<file path="src/hdl/odm_pkg.sv">
`timescale 1ns / 1ps
`default_nettype none

package odm_pkg;

  localparam int THRESHOLD_W = 13;
  localparam int HOLD_W      = 24;
  localparam int DIVIDER_W   = 8;
  localparam int CONFIRM_W   = 4;
  localparam int SAMPLE_W    = 12;
  localparam int CFG_INDEX_W = 2;
  localparam int CFG_DATA_W  = 24;

  localparam logic [CFG_INDEX_W-1:0] CFG_HOT_THRESHOLD = 2'd0;
  localparam logic [CFG_INDEX_W-1:0] CFG_HOLD_TICKS    = 2'd1;
  localparam logic [CFG_INDEX_W-1:0] CFG_SCAN_DIVIDER  = 2'd2;
  localparam logic [CFG_INDEX_W-1:0] CFG_CONFIRM_COUNT = 2'd3;

  localparam logic [THRESHOLD_W-1:0] THRESHOLD_RESET = 13'd0;
  localparam logic [HOLD_W-1:0]      HOLD_RESET      = 24'd300000;
  localparam logic [DIVIDER_W-1:0]   DIVIDER_RESET   = 8'd100;
  localparam logic [CONFIRM_W-1:0]   CONFIRM_RESET   = 4'd10;

  localparam logic [CONFIRM_W-1:0]   RUN_MAX = 4'd15;

  localparam logic ACTION_TICK = 1'b0;
  localparam logic ACTION_SCAN = 1'b1;

  localparam logic [1:0] TEMP_OK      = 2'd0;
  localparam logic [1:0] TEMP_HOT     = 2'd1;
  localparam logic [1:0] TEMP_LATCHED = 2'd2;

  localparam logic [1:0] DUTY_FULL    = 2'd0;
  localparam logic [1:0] DUTY_HALF    = 2'd1;
  localparam logic [1:0] DUTY_QUARTER = 2'd2;

  typedef enum logic [2:0] {
    MODE_NORMAL  = 3'b001,
    MODE_HOT     = 3'b010,
    MODE_LATCHED = 3'b100
  } mode_t;

  typedef struct packed {
    logic [THRESHOLD_W-1:0] hot_threshold_mv;
    logic [HOLD_W-1:0]      hold_ticks;
    logic [DIVIDER_W-1:0]   scan_divider;
    logic [CONFIRM_W-1:0]   confirm_count;
  } cfg_t;

  typedef struct packed {
    mode_t                mode;
    logic [DIVIDER_W-1:0] scan_prescale;
    logic [CONFIRM_W-1:0] normal_confirm;
    logic [CONFIRM_W-1:0] latch_confirm;
  } ctl_t;

  typedef struct packed {
    logic [1:0] temp_state;
    logic [1:0] duty_limit;
    logic       evaluated;
  } res_t;

  typedef struct packed {
    logic [CONFIRM_W-1:0] run;
    logic                 done;
  } run_t;

  function automatic run_t run_step(input logic [CONFIRM_W-1:0] run,
                                    input logic below,
                                    input logic [CONFIRM_W-1:0] confirm);
    run_t r;
    if (below) begin
      r.run = (run == RUN_MAX) ? RUN_MAX : run + 1'b1;
    end else begin
      r.run = '0;
    end
    r.done = (r.run >= confirm);
    if (r.done) begin
      r.run = '0;
    end
    return r;
  endfunction

endpackage

`default_nettype wire

</file>
<file path="src/hdl/odm_cfg.sv">
`timescale 1ns / 1ps
`default_nettype none

module odm_cfg import odm_pkg::*; (
  input  wire logic                   clk,
  input  wire logic                   rst,
  input  wire logic                   cfg_write,
  input  wire logic [CFG_INDEX_W-1:0] cfg_index,
  input  wire logic [CFG_DATA_W-1:0]  cfg_data,
  output cfg_t                        cfg
);

  always_ff @(posedge clk) begin
    if (rst) begin
      cfg.hot_threshold_mv <= THRESHOLD_RESET;
      cfg.hold_ticks       <= HOLD_RESET;
      cfg.scan_divider     <= DIVIDER_RESET;
      cfg.confirm_count    <= CONFIRM_RESET;
    end else if (cfg_write) begin
      case (cfg_index)
        CFG_HOT_THRESHOLD: cfg.hot_threshold_mv <= cfg_data[THRESHOLD_W-1:0];
        CFG_HOLD_TICKS:    cfg.hold_ticks       <= cfg_data[HOLD_W-1:0];
        CFG_SCAN_DIVIDER:  cfg.scan_divider     <= cfg_data[DIVIDER_W-1:0];
        CFG_CONFIRM_COUNT: cfg.confirm_count    <= cfg_data[CONFIRM_W-1:0];
        default: begin
        end
      endcase
    end
  end

endmodule

`default_nettype wire

</file>
<file path="src/hdl/odm_step.sv">
`timescale 1ns / 1ps
`default_nettype none

module odm_step import odm_pkg::*; #(
  parameter int HOT_TIME_BITS = 24
) (
  input  wire cfg_t                     cfg,
  input  wire ctl_t                     ctl,
  input  wire logic [HOT_TIME_BITS-1:0] hot_time,
  input  wire logic                     action,
  input  wire logic [SAMPLE_W-1:0]      adc_sample,
  output ctl_t                          ctl_next,
  output logic [HOT_TIME_BITS-1:0]      hot_time_next,
  output res_t                          res
);

  localparam int CMP_W = (HOT_TIME_BITS > HOLD_W) ? HOT_TIME_BITS : HOLD_W;

  logic [DIVIDER_W-1:0]   prescale_inc;
  logic [SAMPLE_W+2:0]    sample_x6;
  logic [THRESHOLD_W+2:0] threshold_x5;
  logic                   below;
  logic                   hold_done;
  run_t                   run;

  // The millivolt value is sample * 6 / 5, so comparing sample * 6 against
  // threshold * 5 gives the same answer without a divide.
  assign sample_x6    = ({3'b000, adc_sample} << 2) + ({3'b000, adc_sample} << 1);
  assign threshold_x5 = ({3'b000, cfg.hot_threshold_mv} << 2)
                      + {3'b000, cfg.hot_threshold_mv};
  assign below        = ({1'b0, sample_x6} < threshold_x5);
  assign hold_done    = (CMP_W'(hot_time) >= CMP_W'(cfg.hold_ticks));
  assign prescale_inc = ctl.scan_prescale + 1'b1;

  always_comb begin
    ctl_next      = ctl;
    hot_time_next = hot_time;
    res.evaluated = 1'b0;
    run           = '0;
    if (action == ACTION_TICK) begin
      if (ctl.mode == MODE_HOT) begin
        if (hot_time != {HOT_TIME_BITS{1'b1}}) begin
          hot_time_next = hot_time + HOT_TIME_BITS'(1);
        end
      end else begin
        hot_time_next = '0;
      end
    end else if (ctl.mode != MODE_LATCHED) begin
      ctl_next.scan_prescale = prescale_inc;
      if (prescale_inc >= cfg.scan_divider) begin
        ctl_next.scan_prescale = '0;
        if (ctl.mode == MODE_NORMAL) begin
          res.evaluated           = 1'b1;
          run                     = run_step(ctl.normal_confirm, below, cfg.confirm_count);
          ctl_next.normal_confirm = run.run;
          if (run.done) begin
            ctl_next.mode = MODE_HOT;
          end
        end else if (hold_done) begin
          res.evaluated          = 1'b1;
          run                    = run_step(ctl.latch_confirm, below, cfg.confirm_count);
          ctl_next.latch_confirm = run.run;
          if (run.done) begin
            ctl_next.mode = MODE_LATCHED;
          end
        end
      end
    end

    case (ctl_next.mode)
      MODE_NORMAL: begin
        res.temp_state = TEMP_OK;
        res.duty_limit = DUTY_FULL;
      end
      MODE_HOT: begin
        res.temp_state = TEMP_HOT;
        res.duty_limit = DUTY_HALF;
      end
      MODE_LATCHED: begin
        res.temp_state = TEMP_LATCHED;
        res.duty_limit = DUTY_QUARTER;
      end
      default: begin
        res.temp_state = TEMP_OK;
        res.duty_limit = DUTY_FULL;
      end
    endcase
  end

endmodule

`default_nettype wire

</file>
<file path="src/hdl/overheat_derate_monitor.sv">
`timescale 1ns / 1ps
`default_nettype none

// A transaction waits in the input register and its result moves into the result
// register once the output is free. One transaction is accepted every cycle while
// the output is not stalled; the step logic updates all counters in a single pass.
// Synchronous reset returns the state to normal, clears all counters and loads the
// register defaults; no transaction is accepted or presented during reset.

module overheat_derate_monitor import odm_pkg::*; #(
  parameter int HOT_TIME_BITS = 24
) (
  input  wire logic                   clk,
  input  wire logic                   rst,
  input  wire logic                   cfg_write,
  input  wire logic [CFG_INDEX_W-1:0] cfg_index,
  input  wire logic [CFG_DATA_W-1:0]  cfg_data,
  input  wire logic                   in_valid,
  output logic                        in_stall,
  input  wire logic                   action,
  input  wire logic [SAMPLE_W-1:0]    adc_sample,
  output logic                        out_valid,
  input  wire logic                   out_stall,
  output logic [1:0]                  temp_state,
  output logic [1:0]                  duty_limit,
  output logic                        evaluated
);

  cfg_t                     cfg;
  ctl_t                     ctl;
  ctl_t                     ctl_next;
  logic [HOT_TIME_BITS-1:0] hot_time;
  logic [HOT_TIME_BITS-1:0] hot_time_next;
  res_t                     res;

  logic                     hold_valid;
  logic                     hold_action;
  logic [SAMPLE_W-1:0]      hold_sample;
  logic                     advance;

  assign advance  = hold_valid && (!out_valid || !out_stall);
  assign in_stall = hold_valid && !advance;

  odm_cfg u_cfg (
    .clk       (clk),
    .rst       (rst),
    .cfg_write (cfg_write),
    .cfg_index (cfg_index),
    .cfg_data  (cfg_data),
    .cfg       (cfg)
  );

  odm_step #(
    .HOT_TIME_BITS (HOT_TIME_BITS)
  ) u_step (
    .cfg           (cfg),
    .ctl           (ctl),
    .hot_time      (hot_time),
    .action        (hold_action),
    .adc_sample    (hold_sample),
    .ctl_next      (ctl_next),
    .hot_time_next (hot_time_next),
    .res           (res)
  );

  always_ff @(posedge clk) begin
    if (rst) begin
      hold_valid <= 1'b0;
    end else if (in_valid && !in_stall) begin
      hold_valid <= 1'b1;
    end else if (advance) begin
      hold_valid <= 1'b0;
    end
  end

  always_ff @(posedge clk) begin
    if (in_valid && !in_stall) begin
      hold_action <= action;
      hold_sample <= adc_sample;
    end
  end

  always_ff @(posedge clk) begin
    if (rst) begin
      ctl.mode           <= MODE_NORMAL;
      ctl.scan_prescale  <= '0;
      ctl.normal_confirm <= '0;
      ctl.latch_confirm  <= '0;
      hot_time           <= '0;
    end else if (advance) begin
      ctl      <= ctl_next;
      hot_time <= hot_time_next;
    end
  end

  always_ff @(posedge clk) begin
    if (rst) begin
      out_valid <= 1'b0;
    end else if (advance) begin
      out_valid <= 1'b1;
    end else if (!out_stall) begin
      out_valid <= 1'b0;
    end
  end

  always_ff @(posedge clk) begin
    if (advance) begin
      temp_state <= res.temp_state;
      duty_limit <= res.duty_limit;
      evaluated  <= res.evaluated;
    end
  end

endmodule

`default_nettype wire

</file>
<file path="config.mk">
export PLATFORM = sky130hd
export DESIGN_NAME = overheat_derate_monitor
export DESIGN_NICKNAME = d
export VERILOG_FILES = /design/src/hdl/odm_pkg.sv /design/src/hdl/odm_cfg.sv /design/src/hdl/odm_step.sv /design/src/hdl/overheat_derate_monitor.sv
export SDC_FILE = /design/constraint.sdc
export NUM_CORES = 1
export LEC_CHECK = 0
export BUFFER_PORTS_ARGS = -buffer_cell sky130_fd_sc_hd__buf_2
export CORE_MARGIN = 2
export CORE_UTILIZATION = 55
export CTS_BUF_LIST = sky130_fd_sc_hd__clkbuf_8
export CTS_CLUSTER_DIAMETER = 120
export DETAILED_ROUTE_END_ITERATION = 7
export GPL_TIMING_DRIVEN = 0
export PLACE_DENSITY = 0.79
export SLEW_MARGIN = 20
export SYNTH_ARGS = -nofsm -noshare
export SYNTH_HDL_FRONTEND = slang
export SYNTH_SLANG_ARGS = --single-unit
</file>
<file path="constraint.sdc">
create_clock -name clk -period 5.38 [get_ports clk]
set_clock_uncertainty 0.1 [all_clocks]
set_input_delay 1.076 -clock clk [delete_from_list [all_inputs] [get_ports clk]]
set_output_delay 1.076 -clock clk [all_outputs]
set_load 0.005 [all_outputs]
</file>
# Word-level counts from Yosys, hierarchy flattened
# Cells that the tools add are included.
# classes
addsub	6
n_reduce_logical	19
eq_ne	13
n_bitwise	2
mux	34
n_lt_le_gt_ge	5
# op_table
cell	n
$mux 4	18
$mux 19	3
$mux 24	2
$add 24x1->24 const B	1
$ge 24x24->1	1
$ne 24x24->1 const B	1
$add 15x13->16	1
$lt 15x16->1	1
$add 14x13->15	1
$mux 3	4
$reduce_and 3->1	3
$add 4x1->4 const B	2
$add 8x1->8 const B	1
$eq 4x4->1 const B	2
$ge 4x4->1	2
$ge 8x8->1	1
$pmux 4 s2	1
$reduce_and 2->1	4
$eq 3x2->1 const B	2
$mux 1	6
$reduce_and 6->1	1
$reduce_and 5->1	1
$eq 2x2->1 const B	2
$logic_not 1->1	4
11 further kinds	14
# totals
output_inout_bits	7
reg_bits	112
wordCells	95

# Longest topological paths before layout
# Gate-level depths: netlist (run 1).
# logic_depth
ltp_word	17
mapped_depth	25
mapped_depth_nobuf	25

# Cells and area by module
# A second synthesis (run 1) with hierarchy kept.
# hier_totals
cells_unflattened	963
area_unflattened_um2	8425.6
# by_module_without_submodules
mod	seq_area_each_um2	n_inst	area_per_inst_um2	cells_per_inst
odm_step	0.0	1	3802.4	548
overheat_derate_monitor	1441.4	1	2577.5	214
odm_cfg	980.9	1	2045.7	201

# Worst setup path after synthesis (run 1)
# No wires, ideal clock.
# synth_timing
path_kind	reg2reg
startpoint	register hold_sample[1]
endpoint	register, netlist name ctl[6]
path_stages_with_launch	26
setup_ns	0.079
required_time_ns	5.201
path_buffers	0
path_slack_ns	0.484
arrival_ns	4.717
path_cell_list	edfxtp_1 -> ha_1 -> inv_1 -> fa_1 -> nor2b_1 -> o21ai_0 -> a21boi_0 -> o21ai_0 -> a21oi_1 -> and4b_1 -> nor3_1 -> ha_1 -> nand3_1 -> nor2_1 -> a211oi_1 -> o21ai_0 -> o22a_1 -> or2_2 -> ha_1 -> nand2b_1 -> a21o_1 -> a21o_1 -> a21oi_1 -> and2_1 -> nand4_1 -> o211ai_1
# synth_via
elab_chain_cells	9
# synth_rtl
item	line	source
start, declared	overheat_derate_monitor.sv:38	logic [SAMPLE_W-1:0] hold_sample;
start signal, assigned	overheat_derate_monitor.sv:79	hold_sample <= adc_sample;
$add 14x13->15 (*)	odm_step.sv:28	assign sample_x6 = ({3'b000, adc_sample} << 2) + ({3'b000, adc_sample} << 1);
$lt 15x16->1 (*)	odm_step.sv:31	assign below = ({1'b0, sample_x6} < threshold_x5);
$mux 4 (*)	odm_pkg.sv:72	if (below) begin
$mux 4 (*)	odm_step.sv:52	if (ctl.mode == MODE_NORMAL) begin
$mux 4 (*)	odm_step.sv:50	if (prescale_inc >= cfg.scan_divider) begin
$mux 4 (*)	odm_step.sv:48	end else if (ctl.mode != MODE_LATCHED) begin
$mux 4 (*)	odm_step.sv:40	if (action == ACTION_TICK) begin
$ge 4x4->1	odm_pkg.sv:77	r.done = (r.run >= confirm);
$mux 4 (*)	odm_pkg.sv:78	if (r.done) begin
# Every way passes the cells marked *; elsewhere a longest branch is shown, timed or not. The select of a mux whose other input is x is not followed.
# A chain may end at the register's enable or synchronous reset.

# Final worst setup path (run 1)
# layout_timing
startpoint	register hold_sample[1]
endpoint	register, netlist name ctl[6]
# layout_via
elab_chain_cells	9
# layout_rtl
item	line
$add 14x13->15 (*)	odm_step.sv:28
$lt 15x16->1 (*)	odm_step.sv:31
$mux 4 (*)	odm_pkg.sv:72
$mux 4 (*)	odm_step.sv:52
$mux 4 (*)	odm_step.sv:50
$mux 4 (*)	odm_step.sv:48
$mux 4 (*)	odm_step.sv:40
$ge 4x4->1	odm_pkg.sv:77
$mux 4 (*)	odm_pkg.sv:78
# Marks and branches as above.

==> results of run 1 <==
## state kept, by name, indices dropped and copies added, names as in the netlist
| register | flops |
|---|---|
| u_cfg.cfg | 49 |
| hot_time | 24 |
| ctl | 19 |
| hold_sample | 12 |
| temp_state | 2 |
| evaluated | 1 |
| hold_action | 1 |
| hold_valid | 1 |
| out_valid | 1 |
## timing repair
action,CTS,global route
hold endpoints to repair,0,0
pin swaps,0,6
cloned,0,0
endpoints found under the setup margin,6,13
buffers inserted,0,5
resized for setup,3,10
## Yosys cell counts, types with 7 or more instances
cell	instances	area, um^2
nand2_1	125	469.2
dfxtp_1	94	1882
ha_1	81	1013
a21oi_1	73	365.4
nor2_1	72	270.3
inv_1	52	195.2
xor2_1	27	236.5
clkbuf_1	19	71.32
o21ai_0	19	95.09
o211ai_1	18	135.1
nand3_1	17	85.08
nor3_1	17	85.08
xnor2_1	17	148.9
edfxtp_1	16	480.5
and3_1	13	81.33
nand4_1	13	81.33
a21o_1	11	82.58
nand2b_1	10	62.56
nor2b_1	9	56.30
mux2i_1	7	70.07
## critical path: cells and delay by family (launching register included)
family | cells | cell delay (ns)
flip-flops | 1 | 0.40
adder cells (fa/ha/maj) | 4 | 1.12
buffers and inverters | 1 | 0.05
AND/OR/NAND/NOR | 9 | 1.32
AO/OA/AOI/OAI | 11 | 1.92
## worst max-delay path by stage
stage,start,end,slack [ns]
3_5_place_dp,hold_sample[1]$_DFFE_PP_,ctl[4]$_SDFFE_PP0P_,-0.07
3_3_place_gp,hold_sample[1]$_DFFE_PP_,ctl[6]$_SDFFE_PP0P_,-0.003
2_1_floorplan,hold_sample[1]$_DFFE_PP_,ctl[6]$_SDFFE_PP0P_,0.48
5_1_grt,hold_sample[1]$_DFFE_PP_,ctl[6]$_SDFFE_PP0P_,-0.04
6_report,hold_sample[1]$_DFFE_PP_,ctl[6]$_SDFFE_PP0P_,0.38
4_1_cts,hold_sample[1]$_DFFE_PP_,ctl[4]$_SDFFE_PP0P_,0.05
## stage by stage
stage / power [uW] / setup TNS (ns) / instance area, um^2 / std cells
floorplan: 1073 / 0 / 6890 / 815
global placement: 1140 / -0.002633 / 7346 / 1032
detailed placement: 1147 / -0.1490 / 7348 / 1032
CTS: 1662 / 0 / 7548 / 1048
global route: 1755 / -0.04079 / 7614 / 1053
finish: 1667 / 0 / 7614 / 1053
## logic make-up (layout without fill, tap and decap cells)
group / Yosys count / in the layout / share of synthesized area
and+or+nand+nor: 321 / 321 / 0.2277
AOI/OAI and AO/OA: 175 / 175 / 0.1682
DFF: 110 / 110 / 0.3428
adders and majority gates: 83 / 83 / 0.1529
buffers and inverters: 75 / 145 / 0.04231
xor gates and xnor gates: 44 / 44 / 0.05593
muxes: 7 / 7 / 0.01017
## power by group through the flow
stage          Combinational (uW)  Sequential (uW)  Clock [uW]
4_1_cts                       263              870         530
5_1_grt                       319              873         563
3_3_place_gp                  252              888           0
3_5_place_dp                  259              888           0
6_report                      279              869         518
2_1_floorplan                 188              885           0
## final cells by class
type,instances,share of cell area
clock inverter,7,0.009367
timing repair buffer,54,0.03714
inverter,52,0.02564
tap,168,0.02761
clock buffer,9,0.01627
sequential,110,0.3103
buffer,23,0.01265
multi-input combinational,630,0.5611
## metal layers
metal | track usage | up-vias | wire length [um]
met1 | 0.2944 | 2624 | 6770
met2 | 0.3926 | 132 | 7093
li1 | - | 2996 | -
met3 | 0.05021 | 14 | 667
met5 | 0 | - | 0
met4 | 0.05556 | 0 | 174
## layout by cell type, fill, tap and decap left out, types with 16 or more instances in the layout
cell type,n
nand2_1,125
dfxtp_1,94
ha_1,80
nor2_1,72
a21oi_1,70
inv_1,53
buf_2,51
xor2_1,27
clkbuf_1,19
o211ai_1,18
nand3_1,17
xnor2_1,17
nor3_1,17
o21ai_0,17
edfxtp_1,16
==> metrics, run 1 <==
switching share of power 0.2828; DP HPWL about 11,000 um; reg2reg setup slack between 0.3 and 0.4 ns; initial antenna violation count 0; Multi-input gate area about 0.0043 mm^2; ys async rst share 0; vias in the first global route 5,272; CTS tree built; Post-CTS Hold Buffers 0; num ports 51; Final setup viols 0; Fillers 1,086; hold path start u_cfg.cfg[25]$_SDFFE_PP0P_; Syn. warnings 0; CTS clk-pin slew, worst paths approximately 0.1 ns; Sink Count 110; Die X ~120 um; DR pass1 iterations 5; H-tree depth 3; Least-Margin Pin Slew 0.7808 ns; syn nets 942; RR Endpoint ctl[6]$_SDFFE_PP0P_; Pins Over Slew Limit 0; Area Overhead vs Synth 10.50%; antenna-violating nets left 0; peak supply drop approximately 0.15 mV; leakage power 0.003230 uW; Worst Setup Slack, final 0.3813 ns; effective utilization at floorplan 0.5689; FF+latch area around 0.0024 mm^2; clock share of power 0.311; Flop pwr share 0.522; diodes inserted 0; total track usage 0.2288; Tmin final between 4 and 5 ns; DRC violations left 0; crit path DAT ~5.2 ns; Post-layout nets a little over 1,000; via count slightly below 6,000; global-route wire length before repair between 20,000 and 25,000 um; core area about 0.012 mm^2; Crit Path Max Fanout 6; placer congestion estimate approximately 0.85; grt total ovfl 0; EDFF count, synth 16; Synth Cell Area between 0.006 and 0.007 mm^2; hold_ws approximately 0.36 ns; Syn Inst Count just over 800; hold-critical path depth 2; average cell area after synthesis 8.454 um^2; r2r startpoint hold_sample[1]$_DFFE_PP_; top_reg_cell synth dfxtp_1; worst hold endpoint u_cfg.cfg[25]$_SDFFE_PP0P_; Psw around 470 uW; die height between 100 and 150 um; Seq cells post-synth between 100 and 150; Avg WL per Cell between 10 and 15 um; detailed-route wire length 14,710 um; clk root buf clkbuf_8; critical path class reg -> reg; CP Capture Type register; FP Rows 40; Setup crit start kind register; Clock Path Buffers 2; Final period util 0.9291; fin util 0.6286; Logic pwr share 0.167; final hold vios 0; via density per instance roughly 5.5; Slowest-stage cell, CP edfxtp_1; status finished clean; CTS buffer count 9; sequential share of the synthesized area 0.3428; max cap viols 0; Register-to-Register Path Depth 25; Worst Hold Class reg -> reg; # port buffers around 50; Die Area between 0.01 and 0.015 mm^2; layout cell share with drive strength beyond 1 0.1266; Slew headroom 0.4771; Synth cell types 71; Pint roughly 1200 uW; worst skew pair latency approximately 0.39 ns; First DRT Iteration DRCs ~400; Power Dens Cells between 200 and 250 mW/mm^2; max incr delay on CP about 0.40 ns; Setup WS pre-CTS -0.06880 ns; Worst Path Required about 5.6 ns; fmax 200.1 MHz; pin count of the biggest net entering global routing 19
Power figures use the tool's default switching activity.
==> run 2: changes to the inputs <==
- CORE_ASPECT_RATIO: unset -> 0.6
==> metrics, run 2 (synthesis gave the netlist of run 1 again) <==
status finished clean (unchanged); core area 0.01214 mm^2 (was 0.01211 mm^2); Top delay family on crit path compound AO/OA/AOI/OAI gates (unchanged); DRC violations left 0 (unchanged); leakage power 0.003246 uW (was 0.003230 uW); First DRT Iteration DRCs 442 (was 402); worst skew pair latency 0.38 ns (was 0.39 ns); Final setup viols 0 (unchanged); global-route wire length before repair 26,400 um (was 24,570 um); die height 90.70 um (was 115.9 um); FF+latch area 0.002362 mm^2 (unchanged); Die X 148.5 um (was 115.9 um); Fillers 1,042 (was 1,086); Least-Margin Pin Slew 0.7681 ns (was 0.7808 ns); num ports 51 (unchanged); Pins Over Slew Limit 0 (unchanged); max cap viols 0 (unchanged); met1 global-route usage 0.3829 (was 0.2944); CTS clk-pin slew, worst paths 0.11 ns (was 0.10 ns); worst path cell trace ha_1 -> a21oi_1 -> o211ai_1 -> a31oi_1 -> nor2b_1 -> o21a_1 -> o41ai_2 -> xnor2_1 -> ha_1 -> nand4_1 -> nor4_2 -> o41a_1 -> o22a_2 -> or2_2 -> ha_1 -> nand2b_1 -> a21o_1 -> a21o_1 -> a21oi_2 -> and2_4 -> nand4_1 -> o211ai_1; commonest non-fill, non-tap cells in the layout 125 x nand2_1, 94 x dfxtp_1, 81 x ha_1 (was 125 x nand2_1, 94 x dfxtp_1, 80 x ha_1); CTS tree built (unchanged); Slowest-stage cell, CP edfxtp_1 (unchanged); peak supply drop 0.1627 mV (was 0.1521 mV); DR pass1 iterations 5 (unchanged); Buf/Inv on CP 0 (was 1); GRT busiest layer met1 (was met2); Final Cell Area 0.007644 mm^2 (was 0.007614 mm^2); Biggest register u_cfg.cfg (unchanged); Clock Path Buffers 2 (unchanged); Area after DPL 0.007345 mm^2 (was 0.007348 mm^2); Final period util 0.9424 (was 0.9291); CP Capture Type register (unchanged); antenna-violating nets left 0 (unchanged); initial antenna violation count 0 (unchanged); Die Area 0.01347 mm^2 (was 0.01344 mm^2); Tmin final 5.070 ns (was 4.999 ns); H-tree depth 3 (unchanged); met2 Resource Use GR 0.3426 (was 0.3926); effective utilization at floorplan 0.5676 (was 0.5689); # port buffers 49 (unchanged); met3 Use GR 0.04697 (was 0.05021); Register-to-Register Path Depth 22 (was 25); via count 5,856 (was 5,766); FP Rows 31 (was 40); CTS buffer count 9 (unchanged); vias in the first global route 5,369 (was 5,272); max incr delay on CP 0.43 ns (was 0.40 ns); total track usage 0.2434 (was 0.2288); Sink Count 110 (unchanged); setup_tns 0 ns (unchanged); layout cell share with drive strength beyond 1 0.1288 (was 0.1266); hold-critical path depth 2 (unchanged); most common cell after layout, fill and taps aside nand2_1 (unchanged); Worst Hold Class reg -> reg (unchanged); Crit Path Max Fanout 5 (was 6); WP depth 22 (was 25); Post-CTS Hold Buffers 0 (unchanged); CP most frequent cell ha_1; final hold vios 0 (unchanged); detailed-route wire length 16,040 um (was 14,710 um); fmax 197.2 MHz (was 200.1 MHz); crit path DAT 5.28 ns (was 5.20 ns); diodes inserted 0 (unchanged); Worst Path Required 5.59 ns (was 5.58 ns); Slew headroom 0.4856 (was 0.4771); critical path class reg -> reg (unchanged); max reg flops 49 (unchanged); Setup crit start kind register (unchanged); clk root buf clkbuf_8 (unchanged); fin util 0.6296 (was 0.6286); Avg WL per Cell 15.28 um (was 13.96 um); grt total ovfl 0 (unchanged); Area Overhead vs Synth 10.93% (was 10.50%); DP HPWL 12,380 um (was 11,400 um); via density per instance 5.577 (was 5.476); Post-layout nets 1,007 (unchanged); placer congestion estimate 0.8627 (was 0.8497); Power Dens Cells 223.4 mW/mm^2 (was 218.9 mW/mm^2); Multi-input gate area 0.004287 mm^2 (was 0.004272 mm^2); top flop regs u_cfg.cfg x49, hot_time x24, ctl x19 (unchanged); pin count of the biggest net entering global routing 18 (was 19)
[run 2: changes by cell type in the layout (fill, tap and decap cells not counted), sizes merged]
cell,change
inv,-1
bufinv,+1
[run 2: path summary, 6_finish.rpt]
check	startpoint	endpoint	slack [ns]
worst max-delay path	hold_sample[1]$_DFFE_PP_	ctl[6]$_SDFFE_PP0P_	0.31
worst min-delay path	u_cfg.cfg[8]$_SDFFE_PP0P_	u_cfg.cfg[8]$_SDFFE_PP0P_	0.36
worst max register to register	hold_sample[1]$_DFFE_PP_	ctl[6]$_SDFFE_PP0P_	0.31
worst min register to register	u_cfg.cfg[8]$_SDFFE_PP0P_	u_cfg.cfg[8]$_SDFFE_PP0P_	0.36
[run 2: worst register-to-register path, stage by stage (launching register included)]
cell and delay, ns:
edfxtp_1 0.43, ha_1 0.31, a21oi_1 0.26, o211ai_1 0.17, a31oi_1 0.29, nor2b_1 0.08
o21a_1 0.21, o41ai_2 0.27, xnor2_1 0.11, ha_1 0.34, nand4_1 0.14, nor4_2 0.06
o41a_1 0.17, o22a_2 0.31, or2_2 0.30, ha_1 0.27, nand2b_1 0.14, a21o_1 0.17
a21o_1 0.18, a21oi_2 0.16, and2_4 0.18, nand4_1 0.16, o211ai_1 0.21
[run 2: final cells by class]
cell class / count / area share
Multi-Input combinational cell: 630 / 0.5608
Sequential cell: 110 / 0.3091
Timing Repair Buffer: 54 / 0.03699
Tap cell: 165 / 0.02701
Inverter: 52 / 0.02554
Clock buffer: 9 / 0.01621
Buffer: 23 / 0.01260
Clock inverter: 7 / 0.01179
[run 2: power by group]
group / internal (uW) / total (uW) / switching (uW)
sequential: 856 / 870 / 14.4
combinational: 123 / 289 / 166
clock: 261 / 549 / 288
total: 1240 / 1710 / 468
[run 2: per-stage QoR]
step,power [uW],std cells,worst slack (ns),hold slack (ns)
floorplan,1073,815,0.4839,0.3363
global placement,1142,1029,-0.1077,0.3448
detailed placement,1149,1029,-0.2052,0.3466
CTS,1692,1045,0.003971,0.3611
global route,1790,1050,-0.03943,0.3761
finish,1708,1050,0.3099,0.3590
[run 2: per-layer routing]
| metal | wire, um | part of all wire |
|---|---|---|
| met2 | 6368 | 0.40 |
| met1 | 8464 | 0.53 |
| met5 | 0 | 0 |
| met4 | 138 | 0.0086 |
| met3 | 1071 | 0.067 |
[run 2: timing repair]
item                       4_1_cts  5_1_grt
setup endpoints to repair       10       13
pin swaps                        2        8
setup buffers                    0        5
resized for setup                5       11
==> run 3: changes to the inputs <==
--- a/config.mk
+++ b/config.mk
@@ -15,3 +15,3 @@
 export GPL_TIMING_DRIVEN = 0
-export PLACE_DENSITY = 0.79
+export PLACE_DENSITY = 0.82
 export SLEW_MARGIN = 20
==> constraint.sdc (replaced) <==
create_clock -name clk -period 4.2 [get_ports clk]
set_clock_uncertainty 0.1 [all_clocks]
set_input_delay 0 -clock clk [delete_from_list [all_inputs] [get_ports clk]]
set_output_delay 0 -clock clk [all_outputs]
set_load 0.005 [all_outputs]
==> metrics, run 3 (synthesis gave the netlist of run 1 again) <==
CP Capture Type register (unchanged); diodes inserted 0 (unchanged); Setup crit start kind register (unchanged); Die Area 0.01347 mm^2 (unchanged); Slew headroom 0.4405 (was 0.4856); Fillers 899 (was 1,042); num ports 51 (unchanged); Final setup viols 13 (was 0); Worst Setup Slack, final -0.7646 ns (was 0.3099 ns); status finished with violations (was finished clean); CTS tree built (unchanged); Die X 148.5 um (unchanged); critical path class reg -> reg (unchanged); final non-filler cell total 1,119 (was 1,050); # port buffers 49 (unchanged); First DRT Iteration DRCs 513 (was 442); most common cell after layout, fill and taps aside nand2_1 (unchanged); FP Rows 31 (unchanged); leakage power 0.003578 uW (was 0.003246 uW); core area 0.01214 mm^2 (unchanged); Power Dens Cells 269.0 mW/mm^2 (was 223.4 mW/mm^2); Area Overhead vs Synth 22.44% (was 10.93%); placed instance count 1,029 (unchanged); fmax 201.4 MHz (was 197.2 MHz); Pins Over Slew Limit 0 (unchanged); Total Power 2270 uW (was 1708 uW); layout cell share with drive strength beyond 1 0.1761 (was 0.1288); failing checks setup timing; Worst Path Required 4.38 ns (was 5.59 ns); die height 90.70 um (unchanged); Clock Path Buffers 2 (unchanged); max incr delay on CP 0.43 ns (about the same); Post-layout nets 1,076 (was 1,007); CTS buffer count 9 (unchanged); CP most frequent cell ha_1 (unchanged); detailed-route wire length 18,300 um (was 16,040 um); DRC violations left 0 (unchanged); Crit Path Max Fanout 4 (was 5); H-tree depth 3 (unchanged); crit path DAT 5.14 ns (was 5.28 ns); via count 6,357 (was 5,856); final hold vios 0 (unchanged); total track usage 0.2734 (was 0.2434); RSZ-0062 raised after global routing true; grt total ovfl 0 (unchanged); effective utilization at floorplan 0.5676 (unchanged); via density per instance 5.681 (was 5.577); worst path cell trace ha_1 -> nor3_1 -> nor2_1 -> a31oi_2 -> nor2b_1 -> o21a_1 -> o41ai_2 -> xnor2_1 -> ha_1 -> nand4_1 -> nor4_2 -> o41a_1 -> o22a_2 -> buf_4 -> buf_6 -> a21oi_1 -> ha_1 -> nand2_2 -> o21ai_4 -> nand3_4 -> o31ai_4 -> a21oi_2 (was ha_1 -> a21oi_1 -> o211ai_1 -> a31oi_1 -> nor2b_1 -> o21a_1 -> o41ai_2 -> xnor2_1 -> ha_1 -> nand4_1 -> nor4_2 -> o41a_1 -> o22a_2 -> or2_2 -> ha_1 -> nand2b_1 -> a21o_1 -> a21o_1 -> a21oi_2 -> and2_4 -> nand4_1 -> o211ai_1); placer congestion estimate 0.8855 (was 0.8627); Final period util 1.182 (was 0.9424); commonest non-fill, non-tap cells in the layout 124 x nand2_1, 91 x dfxtp_1, 78 x ha_1 (was 125 x nand2_1, 94 x dfxtp_1, 81 x ha_1); Biggest register u_cfg.cfg (unchanged); DR pass1 iterations 5 (unchanged); clk root buf clkbuf_8 (unchanged); Tmin final 4.965 ns (was 5.070 ns); Slowest-stage cell, CP edfxtp_1 (unchanged); vias in the first global route 6,095 (was 5,369); Sink Count 110 (unchanged); CTS clk-pin slew, worst paths 0.12 ns (was 0.11 ns); antenna-violating nets left 0 (unchanged); fin util 0.6949 (was 0.6296); pin count of the biggest net entering global routing 22 (was 18); top flop regs u_cfg.cfg x49, hot_time x24, ctl x19 (unchanged); max reg flops 49 (unchanged); Avg WL per Cell 16.36 um (was 15.28 um); peak supply drop 0.1810 mV (was 0.1627 mV); worst skew pair latency 0.42 ns (was 0.38 ns); global-route wire length before repair 29,510 um (was 26,400 um); initial antenna violation count 0 (unchanged); Worst Hold Class in -> reg (was reg -> reg); DP HPWL 12,830 um (was 12,380 um); Least-Margin Pin Slew 0.8355 ns (was 0.7681 ns); max cap viols 0 (unchanged)
## run 3: critical path, delay by kind of cell, from the launching register on
family / cells / cell delay (ns)
XOR/XNOR: 1 / 0.12
adder cells (fa/ha/maj): 3 / 1.03
AND/OR/NAND/NOR: 7 / 1.07
AO/OA/AOI/OAI: 9 / 1.83
buffers and inverters: 2 / 0.24
flip-flops: 1 / 0.43
## run 3: what timing repair did
action                                  CTS  global route
endpoints found under the setup margin   13            13
setup buffers                            22             7
hold endpoints to repair                 70             0
hold buffers                             45             0
gates resized for setup                  18            19
pin swaps                                30            12
gates cloned                              0             0
## run 3: layout make-up
class	count	area, um^2	area share
Inverter	52	195.2	0.02314
Timing Repair Buffer	123	920.9	0.1092
Tap cell	165	206.4	0.02447
Multi-Input combinational cell	630	4459	0.5285
Sequential cell	110	2366	0.2804
Clock inverter	7	68.82	0.008157
Buffer	23	96.34	0.01142
Clock buffer	9	123.9	0.01468
## run 3: where the power goes
group          switching [uW]  internal (uW)
combinational             251            235
clock                     431            236
sequential               19.8           1100
total                     702           1570
## run 3: per-layer routing
layer  track usage  routed length [um]  vias up
met2        0.4217                8063      223
li1              -                   -     3133
met1        0.3907                8608     2968
met4       0.07302                 348        0
met3       0.05354                1283       33
met5             0                   0        -
## run 3: stage by stage
stage	cell area, um^2	TNS [ns]	worst slack, ns	hold slack, ns
floorplan	6953	-1.399	-0.2092	-0.001131
global placement	7405	-8.646	-0.7994	0.07601
detailed placement	7407	-10.61	-0.9576	0.07809
CTS	8292	-7.431	-0.6590	0.1893
global route	8437	-11.59	-1.008	0.1887
finish	8437	-9.081	-0.7646	0.1872
## run 3: final timing paths
check                              from                         end  slack (ns)  cells after the start
min reg2reg  u_cfg.cfg[16]$_SDFFE_PP0P_  u_cfg.cfg[16]$_SDFFE_PP0P_        0.37                      2
max reg2reg    hold_sample[4]$_DFFE_PP_        ctl[17]$_SDFFE_PP0P_       -0.76                     22
min                       adc_sample[5]    hold_sample[5]$_DFFE_PP_        0.19                      2
max            hold_sample[4]$_DFFE_PP_        ctl[17]$_SDFFE_PP0P_       -0.76                     22
